**config.mk**
```make
export PLATFORM = sky130hd
export DESIGN_NAME = obstacle_avoid_nav_fsm_unit
export DESIGN_NICKNAME = d
export VERILOG_FILES = /design/src/rtl/core/obav_pkg.sv /design/src/rtl/core/obav_steer.sv /design/src/rtl/core/obav_fsm.sv /design/src/rtl/core/obstacle_avoid_nav_fsm_unit.sv
export SDC_FILE = /design/constraint.sdc
export NUM_CORES = 1
export LEC_CHECK = 0
export ABC_CLOCK_PERIOD_IN_PS = 20800
export BUFFER_PORTS_ARGS = -buffer_cell sky130_fd_sc_hd__buf_2
export CORE_MARGIN = 2
export CORE_UTILIZATION = 43
export CTS_CLUSTER_SIZE = 16
export DETAILED_ROUTE_END_ITERATION = 16
export GPL_ROUTABILITY_DRIVEN = 0
export PLACE_DENSITY_LB_ADDON = 0.2
export SYNTH_ARGS = -nofsm -noshare
export SYNTH_HDL_FRONTEND = slang
export SYNTH_SLANG_ARGS = --single-unit
```
**constraint.sdc**
```tcl
create_clock -name clock -period 20.8 [get_ports clock]
set_input_delay 4.16 -clock clock [delete_from_list [all_inputs] [get_ports clock]]
set_output_delay 4.16 -clock clock [all_outputs]
set_load 0.05 [all_outputs]
```
**src/rtl/core/obav_pkg.sv**
```systemverilog
// Shared types, codes and constants of the obstacle-avoiding navigation controller.
package obav_pkg;

   typedef enum logic [2:0] {
      MODE_INIT      = 3'd0,
      MODE_WAIT      = 3'd1,
      MODE_NAV       = 3'd2,
      MODE_OBS_R     = 3'd3,
      MODE_OBS_L     = 3'd4,
      MODE_MID_FAR   = 3'd5,
      MODE_MID_CLOSE = 3'd6,
      MODE_PAUSE     = 3'd7
   } nav_mode_type;

   typedef enum logic [1:0] {
      DIR_STOP = 2'd0,
      DIR_FWD  = 2'd1,
      DIR_REV  = 2'd2
   } motor_dir_type;

   typedef enum logic [3:0] {
      CSR_STEER_THRESHOLD = 4'd0,
      CSR_MIDDLE_FAR      = 4'd1,
      CSR_MIDDLE_CLOSE    = 4'd2,
      CSR_REVERSE_LIMIT   = 4'd3,
      CSR_PAUSE_TICKS     = 4'd4,
      CSR_ARRIVE_DISTANCE = 4'd5,
      CSR_HEADING_DB      = 4'd6,
      CSR_AVOID_STEER     = 4'd7
   } csr_index_type;

   localparam int unsigned CSR_DATA_W   = 16;
   localparam int unsigned REQ_DATA_W   = 112;
   localparam int unsigned RSP_DATA_W   = 24;

   localparam logic [7:0] SPEED_OBS     = 8'd125;
   localparam logic [7:0] SPEED_REV     = 8'd50;
   localparam logic [5:0] STEER_MAX_DEG = 6'd45;

   // floor(x / 80) == (x * RECIP_80) >> RECIP_SHIFT for every 16-bit x.
   localparam logic [15:0] RECIP_80     = 16'd52429;
   localparam int unsigned RECIP_SHIFT  = 22;

   typedef struct packed {
      logic        go_enable;
      logic [31:0] tick_count;
      logic [9:0]  left_range_cm;
      logic [9:0]  right_range_cm;
      logic [9:0]  middle_range_cm;
      logic [9:0]  rear_range_cm;
      logic        left_bumper_open;
      logic        right_bumper_open;
      logic signed [15:0] heading_error_cdeg;
      logic [15:0] waypoint_distance_dm;
   } req_type;

   typedef struct packed {
      logic [9:0]  side_limit_cm;
      logic [9:0]  middle_far_cm;
      logic [9:0]  middle_close_cm;
      logic [9:0]  reverse_limit_cm;
      logic [15:0] pause_ticks;
      logic [15:0] arrive_distance_dm;
      logic [14:0] heading_deadband_cdeg;
      logic [5:0]  avoid_steer_deg;
   } cfg_type;

   typedef struct packed {
      logic signed [6:0] steer_deg;
      logic [7:0]        speed_centi;
   } nav_steer_type;

   typedef struct packed {
      motor_dir_type     motor_dir;
      logic [7:0]        motor_speed_centi;
      logic signed [6:0] steer_deg;
      nav_mode_type      mode_now;
   } cmd_type;

   // Navigate speed 200*(90-a)/90, truncated, for steer magnitude a in 0..45.
   function automatic logic [7:0] speed_for_steer(input logic [5:0] amag);
      logic [7:0] spd;
      case (amag)
         6'd0:  spd = 8'd200;  6'd1:  spd = 8'd197;  6'd2:  spd = 8'd195;
         6'd3:  spd = 8'd193;  6'd4:  spd = 8'd191;  6'd5:  spd = 8'd188;
         6'd6:  spd = 8'd186;  6'd7:  spd = 8'd184;  6'd8:  spd = 8'd182;
         6'd9:  spd = 8'd180;  6'd10: spd = 8'd177;  6'd11: spd = 8'd175;
         6'd12: spd = 8'd173;  6'd13: spd = 8'd171;  6'd14: spd = 8'd168;
         6'd15: spd = 8'd166;  6'd16: spd = 8'd164;  6'd17: spd = 8'd162;
         6'd18: spd = 8'd160;  6'd19: spd = 8'd157;  6'd20: spd = 8'd155;
         6'd21: spd = 8'd153;  6'd22: spd = 8'd151;  6'd23: spd = 8'd148;
         6'd24: spd = 8'd146;  6'd25: spd = 8'd144;  6'd26: spd = 8'd142;
         6'd27: spd = 8'd140;  6'd28: spd = 8'd137;  6'd29: spd = 8'd135;
         6'd30: spd = 8'd133;  6'd31: spd = 8'd131;  6'd32: spd = 8'd128;
         6'd33: spd = 8'd126;  6'd34: spd = 8'd124;  6'd35: spd = 8'd122;
         6'd36: spd = 8'd120;  6'd37: spd = 8'd117;  6'd38: spd = 8'd115;
         6'd39: spd = 8'd113;  6'd40: spd = 8'd111;  6'd41: spd = 8'd108;
         6'd42: spd = 8'd106;  6'd43: spd = 8'd104;  6'd44: spd = 8'd102;
         6'd45: spd = 8'd100;
         default: spd = 8'd100;
      endcase
      return spd;
   endfunction

endpackage

```
**src/rtl/core/obav_steer.sv**
```systemverilog
// Heading-following steer angle and navigate speed.
module obav_steer (
   input  logic signed [15:0]     heading_error_cdeg,
   input  logic [14:0]            heading_deadband_cdeg,
   output obav_pkg::nav_steer_type nav_out
);
   import obav_pkg::*;

   logic [15:0] mag;
   logic [31:0] prod;
   logic [9:0]  quot;
   logic        over_db;
   logic [5:0]  amag;

   // Magnitude is unsigned, so the most negative heading gives 32768 correctly.
   assign mag     = heading_error_cdeg[15] ? 16'(~heading_error_cdeg + 16'sd1)
                                           : heading_error_cdeg;
   assign prod    = 32'(mag) * 32'(RECIP_80);
   assign quot    = prod[RECIP_SHIFT +: 10];
   assign over_db = mag > 16'(heading_deadband_cdeg);

   always_comb begin
      if (!over_db) begin
         amag = 6'd0;
      end else if (quot > 10'(STEER_MAX_DEG)) begin
         amag = STEER_MAX_DEG;
      end else begin
         amag = quot[5:0];
      end
   end

   assign nav_out.steer_deg   = heading_error_cdeg[15] ? -$signed({1'b0, amag})
                                                       : $signed({1'b0, amag});
   assign nav_out.speed_centi = speed_for_steer(amag);

endmodule

```
**src/rtl/core/obav_fsm.sv**
```systemverilog
// Navigation mode state machine, pause timer and motor command selection.
module obav_fsm (
   input  logic                      clock,
   input  logic                      reset,
   input  logic                      adv_en,
   input  obav_pkg::req_type         item,
   input  obav_pkg::cfg_type         cfg,
   input  obav_pkg::nav_steer_type   nav_in,
   output obav_pkg::cmd_type         cmd
);
   import obav_pkg::*;

   nav_mode_type  mode_ff, mode_in;
   logic [31:0]   pause_start_ff, pause_start_in;
   nav_mode_type  side_mode, front_mode;
   logic          bump, stop_req, close_front, pause_done;
   logic [5:0]    avoid;
   logic [31:0]   pause_end;

   always_ff @(posedge clock) begin
      if (reset) begin
         mode_ff        <= MODE_INIT;
         pause_start_ff <= '0;
      end else if (adv_en) begin
         mode_ff        <= mode_in;
         pause_start_ff <= pause_start_in;
      end
   end

   assign bump        = !item.left_bumper_open || !item.right_bumper_open;
   assign stop_req    = !item.go_enable || (item.waypoint_distance_dm < cfg.arrive_distance_dm);
   assign close_front = item.middle_range_cm < cfg.middle_close_cm;
   assign avoid       = (cfg.avoid_steer_deg > STEER_MAX_DEG) ? STEER_MAX_DEG
                                                              : cfg.avoid_steer_deg;
   assign pause_end   = pause_start_ff + 32'(cfg.pause_ticks);
   assign pause_done  = item.tick_count > pause_end;

   always_comb begin
      if (item.left_range_cm < cfg.side_limit_cm) begin
         side_mode = (item.right_range_cm <= item.left_range_cm) ? MODE_OBS_R : MODE_OBS_L;
      end else if (item.right_range_cm < cfg.side_limit_cm) begin
         side_mode = MODE_OBS_R;
      end else begin
         side_mode = MODE_NAV;
      end
      if (close_front) begin
         front_mode = MODE_MID_CLOSE;
      end else if (item.middle_range_cm < cfg.middle_far_cm) begin
         front_mode = MODE_MID_FAR;
      end else begin
         front_mode = side_mode;
      end
   end

   always_comb begin
      mode_in                = mode_ff;
      pause_start_in         = pause_start_ff;
      cmd.motor_dir          = DIR_STOP;
      cmd.motor_speed_centi  = 8'd0;
      cmd.steer_deg          = 7'sd0;
      unique case (mode_ff)
         MODE_INIT: begin
            mode_in = MODE_WAIT;
         end
         MODE_WAIT: begin
            if (!stop_req) begin
               mode_in = MODE_NAV;
            end
         end
         MODE_NAV: begin
            mode_in               = bump ? MODE_MID_CLOSE : front_mode;
            cmd.motor_dir         = DIR_FWD;
            cmd.motor_speed_centi = nav_in.speed_centi;
            cmd.steer_deg         = nav_in.steer_deg;
            if (stop_req) begin
               mode_in = MODE_WAIT;
            end
         end
         MODE_OBS_R, MODE_OBS_L: begin
            mode_in               = (close_front || bump) ? MODE_MID_CLOSE : side_mode;
            cmd.motor_dir         = DIR_FWD;
            cmd.motor_speed_centi = SPEED_OBS;
            cmd.steer_deg         = (mode_ff == MODE_OBS_R) ? -$signed({1'b0, avoid})
                                                            : $signed({1'b0, avoid});
            if (stop_req) begin
               mode_in = MODE_WAIT;
            end
         end
         MODE_MID_FAR: begin
            mode_in               = bump ? MODE_MID_CLOSE : front_mode;
            cmd.motor_dir         = DIR_FWD;
            cmd.motor_speed_centi = SPEED_OBS;
            cmd.steer_deg         = $signed({1'b0, avoid});
            if (stop_req) begin
               mode_in = MODE_WAIT;
            end
         end
         MODE_MID_CLOSE: begin
            mode_in = front_mode;
            if (item.rear_range_cm >= cfg.reverse_limit_cm) begin
               cmd.motor_dir         = DIR_REV;
               cmd.motor_speed_centi = SPEED_REV;
            end
            if (front_mode != MODE_MID_CLOSE) begin
               mode_in        = MODE_PAUSE;
               pause_start_in = item.tick_count;
            end
            if (stop_req) begin
               mode_in = MODE_WAIT;
            end
         end
         MODE_PAUSE: begin
            if (pause_done) begin
               mode_in = front_mode;
            end
         end
      endcase
      cmd.mode_now = mode_in;
   end

endmodule

```
**src/rtl/core/obstacle_avoid_nav_fsm_unit.sv**
```systemverilog
// Top level of the obstacle-avoiding navigation controller: channels, settings and pipeline.
//
// Each request carries one control-tick snapshot: go flag, tick number, four
// range readings, two active-low bumpers, heading error and waypoint distance.
// For every request the block returns exactly one response with the motor
// direction, speed, steer angle and the navigation mode after that tick.
// Requests arrive on the req_ stream and responses leave on the rsp_ stream;
// a request or response moves when tvalid and tready are both high.
// The csr_ port writes one of eight settings per cycle; write it only while
// no request is in flight. Indexes of eight and above are ignored.
// A request accepted into the input stage is registered there, its decision is
// made by the mode logic from that stage and the response register takes it
// when the input stage advances. Throughput is one request per cycle while the
// receiver keeps up, set by the single input stage and the response register.
// When the receiver stalls, the response register holds its response and the
// input stage keeps one more request; req_tready falls only when both are full.
// Reset is synchronous: it empties both stages, returns the mode to init,
// clears the pause start tick and loads the default settings.
module obstacle_avoid_nav_fsm_unit (
   input  logic                               clock,
   input  logic                               reset,
   // tdata, lowest bit up: go_enable, tick_count, left_range_cm, right_range_cm,
   // middle_range_cm, rear_range_cm, left_bumper_open, right_bumper_open,
   // heading_error_cdeg, waypoint_distance_dm, zero fill
   input  logic [obav_pkg::REQ_DATA_W-1:0]    req_tdata,
   input  logic                               req_tvalid,
   output logic                               req_tready,
   // tdata, lowest bit up: motor_dir, motor_speed_centi, steer_deg, mode_now, zero fill
   output logic [obav_pkg::RSP_DATA_W-1:0]    rsp_tdata,
   output logic                               rsp_tvalid,
   input  logic                               rsp_tready,
   input  logic                               csr_wr_en,
   input  logic [3:0]                         csr_index,
   input  logic [obav_pkg::CSR_DATA_W-1:0]    csr_wdata
);
   import obav_pkg::*;

   cfg_type        cfg_ff, cfg_in;
   logic           s1_valid_ff, s1_valid_in;
   req_type        s1_item_ff;
   req_type        req_item;
   logic           rsp_valid_ff, rsp_valid_in;
   cmd_type        rsp_cmd_ff;
   cmd_type        cmd;
   nav_steer_type  nav_steer;
   logic           req_fire, adv_en;

   // Settings registers.
   always_comb begin
      cfg_in = cfg_ff;
      if (csr_wr_en) begin
         unique case (csr_index)
            CSR_STEER_THRESHOLD: cfg_in.side_limit_cm         = csr_wdata[9:0];
            CSR_MIDDLE_FAR:      cfg_in.middle_far_cm         = csr_wdata[9:0];
            CSR_MIDDLE_CLOSE:    cfg_in.middle_close_cm       = csr_wdata[9:0];
            CSR_REVERSE_LIMIT:   cfg_in.reverse_limit_cm      = csr_wdata[9:0];
            CSR_PAUSE_TICKS:     cfg_in.pause_ticks           = csr_wdata[15:0];
            CSR_ARRIVE_DISTANCE: cfg_in.arrive_distance_dm    = csr_wdata[15:0];
            CSR_HEADING_DB:      cfg_in.heading_deadband_cdeg = csr_wdata[14:0];
            CSR_AVOID_STEER:     cfg_in.avoid_steer_deg       = csr_wdata[5:0];
            default:             cfg_in = cfg_ff;
         endcase
      end
   end

   always_ff @(posedge clock) begin
      if (reset) begin
         cfg_ff.side_limit_cm         <= 10'd100;
         cfg_ff.middle_far_cm         <= 10'd75;
         cfg_ff.middle_close_cm       <= 10'd35;
         cfg_ff.reverse_limit_cm      <= 10'd35;
         cfg_ff.pause_ticks           <= 16'd50;
         cfg_ff.arrive_distance_dm    <= 16'd100;
         cfg_ff.heading_deadband_cdeg <= 15'd200;
         cfg_ff.avoid_steer_deg       <= 6'd25;
      end else begin
         cfg_ff <= cfg_in;
      end
   end

   // Unpack the request word.
   assign req_item.go_enable            = req_tdata[0];
   assign req_item.tick_count           = req_tdata[32:1];
   assign req_item.left_range_cm        = req_tdata[42:33];
   assign req_item.right_range_cm       = req_tdata[52:43];
   assign req_item.middle_range_cm      = req_tdata[62:53];
   assign req_item.rear_range_cm        = req_tdata[72:63];
   assign req_item.left_bumper_open     = req_tdata[73];
   assign req_item.right_bumper_open    = req_tdata[74];
   assign req_item.heading_error_cdeg   = req_tdata[90:75];
   assign req_item.waypoint_distance_dm = req_tdata[106:91];

   // The input stage advances whenever the response register is free or drains.
   assign adv_en      = s1_valid_ff && (!rsp_valid_ff || rsp_tready);
   assign req_tready  = !s1_valid_ff || adv_en;
   assign req_fire    = req_tvalid && req_tready;
   assign s1_valid_in = req_fire || (s1_valid_ff && !adv_en);
   assign rsp_valid_in = adv_en || (rsp_valid_ff && !rsp_tready);

   always_ff @(posedge clock) begin
      if (reset) begin
         s1_valid_ff  <= 1'b0;
         rsp_valid_ff <= 1'b0;
      end else begin
         s1_valid_ff  <= s1_valid_in;
         rsp_valid_ff <= rsp_valid_in;
      end
   end

   always_ff @(posedge clock) begin
      if (req_fire) begin
         s1_item_ff <= req_item;
      end
      if (adv_en) begin
         rsp_cmd_ff <= cmd;
      end
   end

   obav_steer u_steer (
      .heading_error_cdeg    (s1_item_ff.heading_error_cdeg),
      .heading_deadband_cdeg (cfg_ff.heading_deadband_cdeg),
      .nav_out               (nav_steer)
   );

   obav_fsm u_fsm (
      .clock  (clock),
      .reset  (reset),
      .adv_en (adv_en),
      .item   (s1_item_ff),
      .cfg    (cfg_ff),
      .nav_in (nav_steer),
      .cmd    (cmd)
   );

   assign rsp_tvalid = rsp_valid_ff;
   assign rsp_tdata  = {4'b0000, rsp_cmd_ff.mode_now, rsp_cmd_ff.steer_deg,
                        rsp_cmd_ff.motor_speed_centi, rsp_cmd_ff.motor_dir};

   // A request in the input stage always leaves the state machine out of init.
   a_leave_init: assert property (@(posedge clock) disable iff (reset)
      adv_en |=> (cmd.mode_now != MODE_INIT))
      else $error("mode returned to init after a request");

   // A stopped motor reports zero speed.
   a_stop_speed: assert property (@(posedge clock) disable iff (reset)
      (rsp_valid_ff && rsp_cmd_ff.motor_dir == DIR_STOP) |-> (rsp_cmd_ff.motor_speed_centi == 8'd0))
      else $error("nonzero speed with motor stopped");

   // A response is loaded exactly when the input stage advances.
   a_rsp_load: assert property (@(posedge clock) disable iff (reset)
      adv_en |=> rsp_valid_ff)
      else $error("advanced request produced no response");

endmodule

```
==> results.json, run 1 <==
{
  "grt_pass1_vias": 14700,
  "drv_slew": 0,
  "rows": 76,
  "first_iter_violations": 702,
  "finalSetupViolCount": 0,
  "clockBufferDepth": 3,
  "cts_tree": "yes",
  "dr.pass1.iters": 5,
  "ys_warn_count": 0,
  "r2r_start": "s1_item_ff[16]",
  "endpoint_kind": "flip-flop",
  "synth.distinct_cells": 84,
  "ant_nets": 0,
  "antenna_found_initial": 4,
  "ios": 163,
  "start_util": 0.436,
  "root_buffer": "clkbuf_16",
  "ys_seq_area_frac": 0.341,
  "ys.flop_type": "dfxtp_1",
  "synthTopCellsByArea": "edfxtp_1 20%, ha_1 18%, dfxtp_1 14%",
  "h-tree-depth": 1,
  "cp.required_ns": 21.09,
  "async_flop_share": 0,
  "rsz0062_at_grt": "no",
  "holdPathEnd": "cfg_ff[34]",
  "hold_path.startpoint": "cfg_ff[34]",
  "yosysMostFrequentCell": "ha_1",
  "wire_per_inst_um": 16.8,
  "startpoint_type": "flip-flop",
  "cp_max_fo": 8,
  "cp_num_buf_inv": 4,
  "clock_latency_ns": 0.56,
  "ys_seq_elements": 257,
  "via_per_inst": 5.26,
  "multi_input_area_mm2": 0.0112,
  "period_needed_ns": 10.41,
  "vias": 14500,
  "ctsHoldBuffers": 0,
  "irDropWorstVdd_v": 0.000157,
  "portBuffers": 153,
  "grt_usage": 0.207,
  "leakage_nw": 9.40,
  "num_antenna_cells": 0,
  "clkSinkCount": 257,
  "fin_crit_sh": 0.501,
  "die_area_mm2": 0.0454,
  "rr_endpoint": "rsp_tdata[3]",
  "max_stage_delay_ns": 0.72,
  "grt_max_degree": 82,
  "gr-total-overflow": 0,
  "regArea_mm2": 0.00642,
  "min_path_cells": 2,
  "design.core.area_mm2": 0.0432,
  "ys_top_cells_by_count": "270 x ha_1, 264 x inv_1, 264 x nand2_1",
  "fmax_mhz": 96.1,
  "p_per_area_mw_per_mm2": 154,
  "synth_top_area_share": 0.203,
  "fill_cells": 4055,
  "fp.dieH_um": 213,
  "avgSynthCellArea_um2": 9.36,
  "synth_edf_count": 127,
  "place_hpwl_um": 36700,
  "grt_pass1_wl_um": 74300,
  "arrival_ns": 10.70,
  "skew_ns": 0.0202,
  "yosysTopAreaCell": "edfxtp_1",
  "outcome": "complete, no violations",
  "final_nets": 2631,
  "path_clk_slew_ns": 0.06,
  "syn-instance-count": 2009,
  "cap_viol_max_count": 0,
  "crit_family": "adder cells",
  "syn-cell-area_mm2": 0.0188,
  "finish.utilization": 0.489,
  "drive_gt1_frac": 0.110,
  "critical_path_class": "flip-flop to flip-flop",
  "cts_made_buffers": 29,
  "cts.repair.resized": 0,
  "tightest_slew_ns": 1.04,
  "relSlewSlack": 0.305,
  "synthToLayoutAreaGrowth_pct": 12.1,
  "wirelength_um": 46400,
  "cts_setup_buffers": 0,
  "remaining_drc_errors": 0,
  "min_path_type": "flip-flop to flip-flop",
  "ff2ff_path_depth": 29,
  "crit_path_top_delay_cell": "xor2_1",
  "rrSetupSlack_ns": 10.39,
  "die-width_um": 213,
  "tns_ns": 0,
  "finalHoldViolCount": 0
}
[final cells by class]
class | instances | share of cell area
multi-input combinational | 1432 | 0.531
sequential | 257 | 0.304
inverter | 265 | 0.0472
timing repair buffer | 165 | 0.0407
clock buffer | 42 | 0.0392
tap | 585 | 0.0347
clock inverter | 12 | 0.00320
[metal layers]
metal / GRT usage / vias up / share of wire / wire [um]
li1: - / 7205 / - / -
met5: 0 / - / 0.0011 / 53
met1: 0.259 / 6913 / 0.44 / 20200
met2: 0.368 / 305 / 0.49 / 22900
met4: 0.0601 / 8 / 0.027 / 1230
met3: 0.0297 / 79 / 0.044 / 2030
[kinds of logic after synthesis]
logic type | count (synthesis) | synth area share
other cells | 1 | 0.000199
buf+inv | 323 | 0.0657
mux | 27 | 0.0148
fa+ha+maj | 345 | 0.259
xor+xnor | 84 | 0.0395
flops | 257 | 0.341
compound gates | 414 | 0.143
simple gates | 558 | 0.137
[flip-flops by register name (all words and copies together) (netlist names)]
name,flops
cfg_ff,93
rsp_tdata,20
rsp_tvalid,1
s1_item_ff,107
s1_valid_ff,1
u_fsm.mode_ff,3
u_fsm.pause_start_ff,32
[power breakdown]
group	leakage (nW)	switching [W]	internal (W)	total (W)
Clock	0.448	0.000201	0.000275	0.000476
Combinational	6.66	0.00135	0.000848	0.00220
Sequential	2.29	0.0000127	0.000554	0.000567
[worst max-delay path by stage]
stage                   start            to  slack [ns]  cells past startpoint
2_1_floorplan  s1_item_ff[25]  rsp_tdata[3]       11.96                     29
3_5_place_dp   s1_item_ff[16]  rsp_tdata[3]       10.57                     31
3_3_place_gp   s1_item_ff[16]  rsp_tdata[3]       10.65                     29
6_report       s1_item_ff[16]  rsp_tdata[3]       10.39                     29
4_1_cts        s1_item_ff[16]  rsp_tdata[3]       10.54                     31
5_1_grt        s1_item_ff[16]  rsp_tdata[3]        9.92                     30
[worst min-delay path: stages (launching register included)]
cell,delay [ns]
dfxtp_1,0.31
nand2_1,0.05
a21oi_1,0.05
[placed cells by master (no fill, tap or decap), types with 8 or more instances in the layout]
master | netlist | routed
dfxtp_1 | 130 | 130
nand4_1 | 22 | 22
buf_4 | 5 | 13
xor2_1 | 31 | 31
edfxtp_1 | 127 | 127
a21o_1 | 37 | 37
clkinv_2 | 0 | 8
a21oi_1 | 159 | 159
a211oi_1 | 13 | 13
clkbuf_16 | 0 | 30
or3_1 | 12 | 12
nor2_1 | 100 | 100
o31ai_1 | 8 | 8
nand3_1 | 33 | 33
o21a_1 | 20 | 20
mux2i_1 | 23 | 23
buf_2 | 3 | 152
clkbuf_1 | 48 | 9
fa_1 | 74 | 74
inv_1 | 264 | 264
nor3_1 | 26 | 23
ha_1 | 270 | 270
nand3b_1 | 9 | 9
and2_1 | 9 | 8
nor2b_1 | 28 | 28
and3_1 | 10 | 10
o21ai_0 | 56 | 56
xnor2_1 | 52 | 52
a211o_1 | 25 | 25
o21bai_1 | 11 | 11
nand2_1 | 264 | 264
nand2b_1 | 20 | 20
o211ai_1 | 12 | 12
[through the flow]
| step | power [W] | area [um2] | instances | hold slack (ns) | setup WS (ns) |
|---|---|---|---|---|---|
| 2_1_floorplan | 0.00223 | 18800 | 2012 | 0.435 | 11.96 |
| 3_3_place_gp | 0.00271 | 20200 | 2704 | 0.443 | 10.65 |
| 3_5_place_dp | 0.00275 | 20200 | 2704 | 0.448 | 10.57 |
| 4_1_cts | 0.00324 | 21100 | 2758 | 0.456 | 10.54 |
| 5_1_grt | 0.00358 | 21100 | 2758 | 0.470 | 9.92 |
| 6_report | 0.00325 | 21100 | 2758 | 0.455 | 10.39 |
No activity file was read; power rests on OpenSTA's default activity.
==> run 2: changes to the inputs <==
- ABC_AREA: unset -> 1
- ABC_CLOCK_PERIOD_IN_PS: 20800 -> 9150
- clock period: 20.8 -> 9.15 ns (I/O delays scaled with it)
==> results.json, run 2 <==
{
  "dr.pass1.iters": 5,
  "portBuffers": 153,
  "leakage_nw": 10.5,
  "r2r_start": "s1_item_ff[16]",
  "fin_area_mm2": 0.0217,
  "ys_top_cells_by_count": "385 x inv_1, 363 x nand2_1, 270 x ha_1",
  "cp.required_ns": 9.48,
  "async_flop_share": 0,
  "path_depth": 43,
  "synthAdderAreaFrac": 0.253,
  "final_common_cell": "inv_1",
  "die_area_mm2": 0.0463,
  "rrSetupSlack_ns": 0.75,
  "fill_cells": 4258,
  "tns_ns": 0,
  "fin_hold_ws_ns": 0.446,
  "ys.flop_type": "dfxtp_1",
  "cts_tree": "yes",
  "synth_top_area_share": 0.199,
  "remaining_drc_errors": 0,
  "tightest_slew_ns": 0.915,
  "crit_family": "adder cells",
  "first_iter_violations": 834,
  "syn-instance-count": 2279,
  "placed_area_mm2": 0.0206,
  "yosys.area_share.xor_xnor": 0.0301,
  "ys_warn_count": 0,
  "synthToLayoutAreaGrowth_pct": 12.9,
  "largest_reg_flops": 107,
  "final_cell_mix": "383 x inv_1, 363 x nand2_1, 270 x ha_1, 202 x nor2_1, 178 x a21oi_1",
  "top_register": "s1_item_ff",
  "h-tree-depth": 1,
  "clkSinkCount": 257,
  "cpMostUsedCell": "nand2_1",
  "fin_crit_sh": 0.918,
  "ios": 163,
  "start_util": 0.435,
  "skew_ns": 0.0243,
  "critical_path_class": "flip-flop to flip-flop",
  "ys_seq_area_frac": 0.334,
  "gr-total-overflow": 0,
  "synth.area.mux_share": 0,
  "crit_path_top_delay_cell": "edfxtp_1",
  "ctsHoldBuffers": 0,
  "via_per_inst": 5.04,
  "cp-startpoint": "s1_item_ff[16]",
  "vias": 15400,
  "reg_top3": "s1_item_ff x107, cfg_ff x93, u_fsm.pause_start_ff x32",
  "antenna_found_initial": 5,
  "rr_endpoint": "rsp_tdata[2]",
  "endpoint_kind": "flip-flop",
  "min_path_type": "flip-flop to flip-flop",
  "fmax_mhz": 119,
  "cp_max_fo": 6,
  "drv_slew": 0,
  "path_clk_slew_ns": 0.06,
  "grt_usage": 0.207,
  "relSlewSlack": 0.389,
  "synth_top_family_by_area": "adder cells",
  "dp.cells": 3001,
  "cp_num_buf_inv": 6,
  "synth_compound_area_frac": 0.116,
  "syn-cell-area_mm2": 0.0192,
  "synth_edf_count": 127,
  "ys_seq_elements": 257,
  "outcome": "complete, no violations",
  "rsz0062_at_grt": "no",
  "max_stage_delay_ns": 0.53,
  "final_cells": 3059,
  "rows": 77,
  "clockBufferDepth": 3,
  "avgSynthCellArea_um2": 8.42,
  "wire_per_inst_um": 15.7,
  "yosysTopAreaCell": "edfxtp_1",
  "yosysMostFrequentCell": "inv_1",
  "finalSetupViolCount": 0,
  "startpoint_type": "flip-flop",
  "fp.dieH_um": 215,
  "grt_pass1_wl_um": 77200,
  "drive_gt1_frac": 0.120,
  "place_hpwl_um": 38700,
  "root_buffer": "clkbuf_16",
  "clock_latency_ns": 0.58,
  "grt_pass1_vias": 14900,
  "grt_max_degree": 68,
  "finalHoldViolCount": 0,
  "final_nets": 2923,
  "cap_viol_max_count": 0,
  "ff2ff_path_depth": 43,
  "design.core.area_mm2": 0.0441,
  "p_per_area_mw_per_mm2": 341,
  "ant_nets": 0,
  "period_needed_ns": 8.40,
  "worstSetupEndpoint": "rsp_tdata[2]",
  "synth_simple_gate_area_share": 0.177,
  "die-width_um": 215,
  "num_antenna_cells": 0,
  "arrival_ns": 8.73,
  "synthTopCellsByArea": "edfxtp_1 20%, ha_1 18%, dfxtp_1 14%",
  "synth.distinct_cells": 59,
  "cts_made_buffers": 31,
  "min_path_cells": 2,
  "wirelength_um": 48200,
  "irDropWorstVdd_v": 0.000314
}
## run 2: cell types whose count changed after synthesis, moves of 19 or more
cell / before / now
nand2b_1: 20 / 0
nand2_2: 0 / 20
a21oi_1: 159 / 178
xnor2_1: 52 / 30
nor2_1: 100 / 203
a211o_1: 25 / 0
nand2_1: 264 / 363
nor2b_1: 28 / 0
nand3_1: 33 / 91
inv_1: 264 / 385
mux2i_1: 23 / 0
o21ai_0: 56 / 156
a21o_1: 37 / 6
## run 2: how the worst min path moves through the flow
stage                            end        start  slack (ns)
after CTS                 rsp_tvalid  s1_valid_ff        0.44
after global placement    cfg_ff[21]   cfg_ff[21]        0.44
after detailed placement  cfg_ff[80]   cfg_ff[80]        0.45
final                     rsp_tvalid  s1_valid_ff        0.45
after global routing      cfg_ff[80]   cfg_ff[80]        0.47
after floorplan           cfg_ff[21]   cfg_ff[21]        0.43
## run 2: cells by family (layout without fill, tap and decap cells)
| family | after synthesis | after routing |
|---|---|---|
| and+or+nand+nor | 762 | 762 |
| buffers and inverters | 439 | 624 |
| AOI/OAI and AO/OA | 410 | 410 |
| adders and majority gates | 344 | 344 |
| DFF | 257 | 257 |
| xor gates and xnor gates | 66 | 66 |
| other | 1 | 4 |
## run 2: what timing repair did
item | CTS | global route
setup buffers | 0 | 0
endpoints found under the setup margin | 0 | 6
gates resized for setup | 0 | 1
## run 2: per-layer routing
layer / wire [um] / up-vias / track usage
met4: 927 / 8 / 0.0471
li1: - / 7813 / -
met5: 50 / - / 0
met3: 2650 / 63 / 0.0283
met1: 22900 / 7122 / 0.292
met2: 21600 / 404 / 0.339
## run 2: through the flow
| stage | utilization | power (W) | setup WS, ns |
|---|---|---|---|
| after floorplan | - | 0.00500 | 1.70 |
| after global placement | 0.467 | 0.00607 | 0.712 |
| after detailed placement | 0.467 | 0.00610 | 0.672 |
| final | 0.491 | 0.00738 | 0.752 |
| after CTS | 0.491 | 0.00738 | 0.641 |
| after global routing | 0.491 | 0.00816 | 0.104 |
## run 2: final cells by class
type	instances	area, um2	share of cell area
Clock buffer	45	910	0.0420
Tap cell	592	741	0.0342
Clock inverter	13	120	0.00555
Inverter	396	1490	0.0690
Sequential cell	257	6420	0.296
Timing Repair Buffer	170	893	0.0412
Multi-Input combinational cell	1586	11100	0.512
## run 2: where the power goes
| part | switching, W | internal, W | total (W) |
|---|---|---|---|
| clock network | 0.000494 | 0.000722 | 0.00122 |
| registers | 0.0000272 | 0.00126 | 0.00129 |
| logic | 0.00319 | 0.00168 | 0.00487 |
| total | 0.00371 | 0.00366 | 0.00738 |
## run 2: worst register-to-register path: cells and delay by family (launching register included)
kind	cells	cell delay, ns
and+or+nand+nor	28	3.24
buffers and inverters	6	0.78
DFF	1	0.53
adders and majority gates	8	3.36
xor gates and xnor gates	1	0.23
==> run 3: changes to the inputs <==
- RECOVER_POWER: unset -> 100
==> results.json, run 3 (synthesis results as in run 2) <==
{
  "skew_ns": 0.0257,
  "cp_num_buf_inv": 6,
  "period_needed_ns": 8.45,
  "wire_per_inst_um": 15.8,
  "wirelength_um": 48300,
  "top_register": "s1_item_ff",
  "remaining_drc_errors": 0,
  "p_per_area_mw_per_mm2": 342,
  "min_path_type": "flip-flop to flip-flop",
  "rsz0062_at_grt": "no",
  "grt_pass1_vias": 14900,
  "crit_path_top_delay_cell": "edfxtp_1",
  "irDropWorstVdd_v": 0.000315,
  "first_iter_violations": 835,
  "drive_gt1_frac": 0.101,
  "num_antenna_cells": 0,
  "rrSetupSlack_ns": 0.70,
  "ios": 163,
  "power_frac_comb": 0.660,
  "drv_slew": 228,
  "largest_reg_flops": 107,
  "fin_crit_sh": 0.923,
  "cap_viol_max_count": 4,
  "use_met2": 0.339,
  "critical_path_class": "flip-flop to flip-flop",
  "cp_max_fo": 6,
  "grt_max_degree": 68,
  "design.core.area_mm2": 0.0441,
  "relSlewSlack": -1.46,
  "grt-busiest-layer": "met2",
  "root_buffer": "clkbuf_16",
  "tightest_slew_ns": 3.69,
  "ant_nets": 0,
  "p_int_w": 0.00366,
  "portBuffers": 153,
  "fmax_mhz": 118,
  "antenna_found_initial": 4,
  "seqPwrFrac": 0.175,
  "switchingPower_w": 0.00372,
  "final_nets": 2923,
  "die_area_mm2": 0.0463,
  "start_util": 0.435,
  "via_per_inst": 5.03,
  "clkSinkCount": 257,
  "synthToLayoutAreaGrowth_pct": 12.5,
  "finalSetupViolCount": 0,
  "cts_made_buffers": 31,
  "fp.dieH_um": 215,
  "die-width_um": 215,
  "path_clk_slew_ns": 0.06,
  "gr-total-overflow": 0,
  "grt_pass1_wl_um": 77200,
  "tns_ns": 0,
  "final_common_cell": "inv_1",
  "finalHoldViolCount": 0,
  "grt_usage": 0.207,
  "clock_latency_ns": 0.58,
  "final_cell_mix": "384 x inv_1, 365 x nand2_1, 270 x ha_1, 202 x nor2_1, 179 x a21oi_1",
  "vias": 15400,
  "rows": 77,
  "place_hpwl_um": 38700,
  "outcome": "finished with violations",
  "cpMostUsedCell": "nand2_1",
  "startpoint_type": "flip-flop",
  "h-tree-depth": 1,
  "dr.pass1.iters": 5,
  "clkPwrFrac": 0.165,
  "cp.required_ns": 9.48,
  "max_stage_delay_ns": 0.53,
  "met1_usage": 0.292,
  "cts_tree": "yes",
  "endpoint_kind": "flip-flop",
  "crit_family": "adder cells",
  "arrival_ns": 8.78,
  "violations": "capacitance limit, slew limit",
  "switching_share": 0.504,
  "grt_use_met3": 0.0283,
  "clockBufferDepth": 3,
  "leakage_nw": 10.4,
  "reg_top3": "s1_item_ff x107, cfg_ff x93, u_fsm.pause_start_ff x32",
  "finish.utilization": 0.489
}
## run 3: cell types whose count changed in the layout (fill, tap and decap cells not counted)
cell and delta:
a21oi_1 +1, a21oi_2 -1, buf_2 -40, buf_4 -2
clkbuf_1 +42, clkinvlp_2 +1, inv_1 +1, inv_2 -1
inv_4 -1, nand2_1 +2, nand2_2 -2, nor3_1 +1
nor3_2 -1
## run 3: layout make-up
class / instances / area (um2)
Fill cell: 4279 / 22500
Multi-Input combinational cell: 1586 / 11100
Sequential cell: 257 / 6420
Inverter: 396 / 1490
Clock buffer: 45 / 910
Timing Repair Buffer: 170 / 836
Tap cell: 592 / 741
Clock inverter: 13 / 120
## run 3: final timing paths
kind,from,endpoint,depth (start not counted)
min,s1_valid_ff,rsp_tvalid,2
min reg2reg,s1_valid_ff,rsp_tvalid,2
max reg2reg,s1_item_ff[16],rsp_tdata[2],43
max,s1_item_ff[16],rsp_tdata[2],43
## run 3: worst register-to-register path: cells and delay by family (launching register included)
| kind | cells | cell delay, ns |
|---|---|---|
| adders and majority gates | 8 | 3.36 |
| and+or+nand+nor | 28 | 3.30 |
| buffers and inverters | 6 | 0.78 |
| DFF | 1 | 0.53 |
| xor gates and xnor gates | 1 | 0.23 |
## run 3: power groups by stage
stage | sequential, W | combinational, W | clock [W]
finish | 0.00129 | 0.00488 | 0.00122
global route | 0.00130 | 0.00557 | 0.00130
CTS | 0.00129 | 0.00484 | 0.00125
detailed placement | 0.00131 | 0.00479 | 0
global placement | 0.00131 | 0.00476 | 0
floorplan | 0.00133 | 0.00367 | 0
## run 3: timing repair
action | in CTS | in global routing
hold buffers | 0 | 0
gates resized for setup | 0 | 1
setup endpoints to repair | 0 | 6
setup buffers | 0 | 0
## run 3: through the flow
step	power, W	hold slack (ns)	instance area, um2	setup slack [ns]	std cells
2_1_floorplan	0.00500	0.431	19200	1.70	2282
3_3_place_gp	0.00607	0.443	20600	0.712	3001
3_5_place_dp	0.00610	0.453	20600	0.672	3001
4_1_cts	0.00738	0.438	21700	0.641	3059
5_1_grt	0.00816	0.473	21600	0.0531	3059
6_report	0.00738	0.447	21600	0.700	3059
## run 3: routing by layer
layer,vias to the layer above,wire length (um)
li1,7816,-
met1,7111,22900
met2,399,21700
met3,65,2630
met4,8,945
met5,-,50
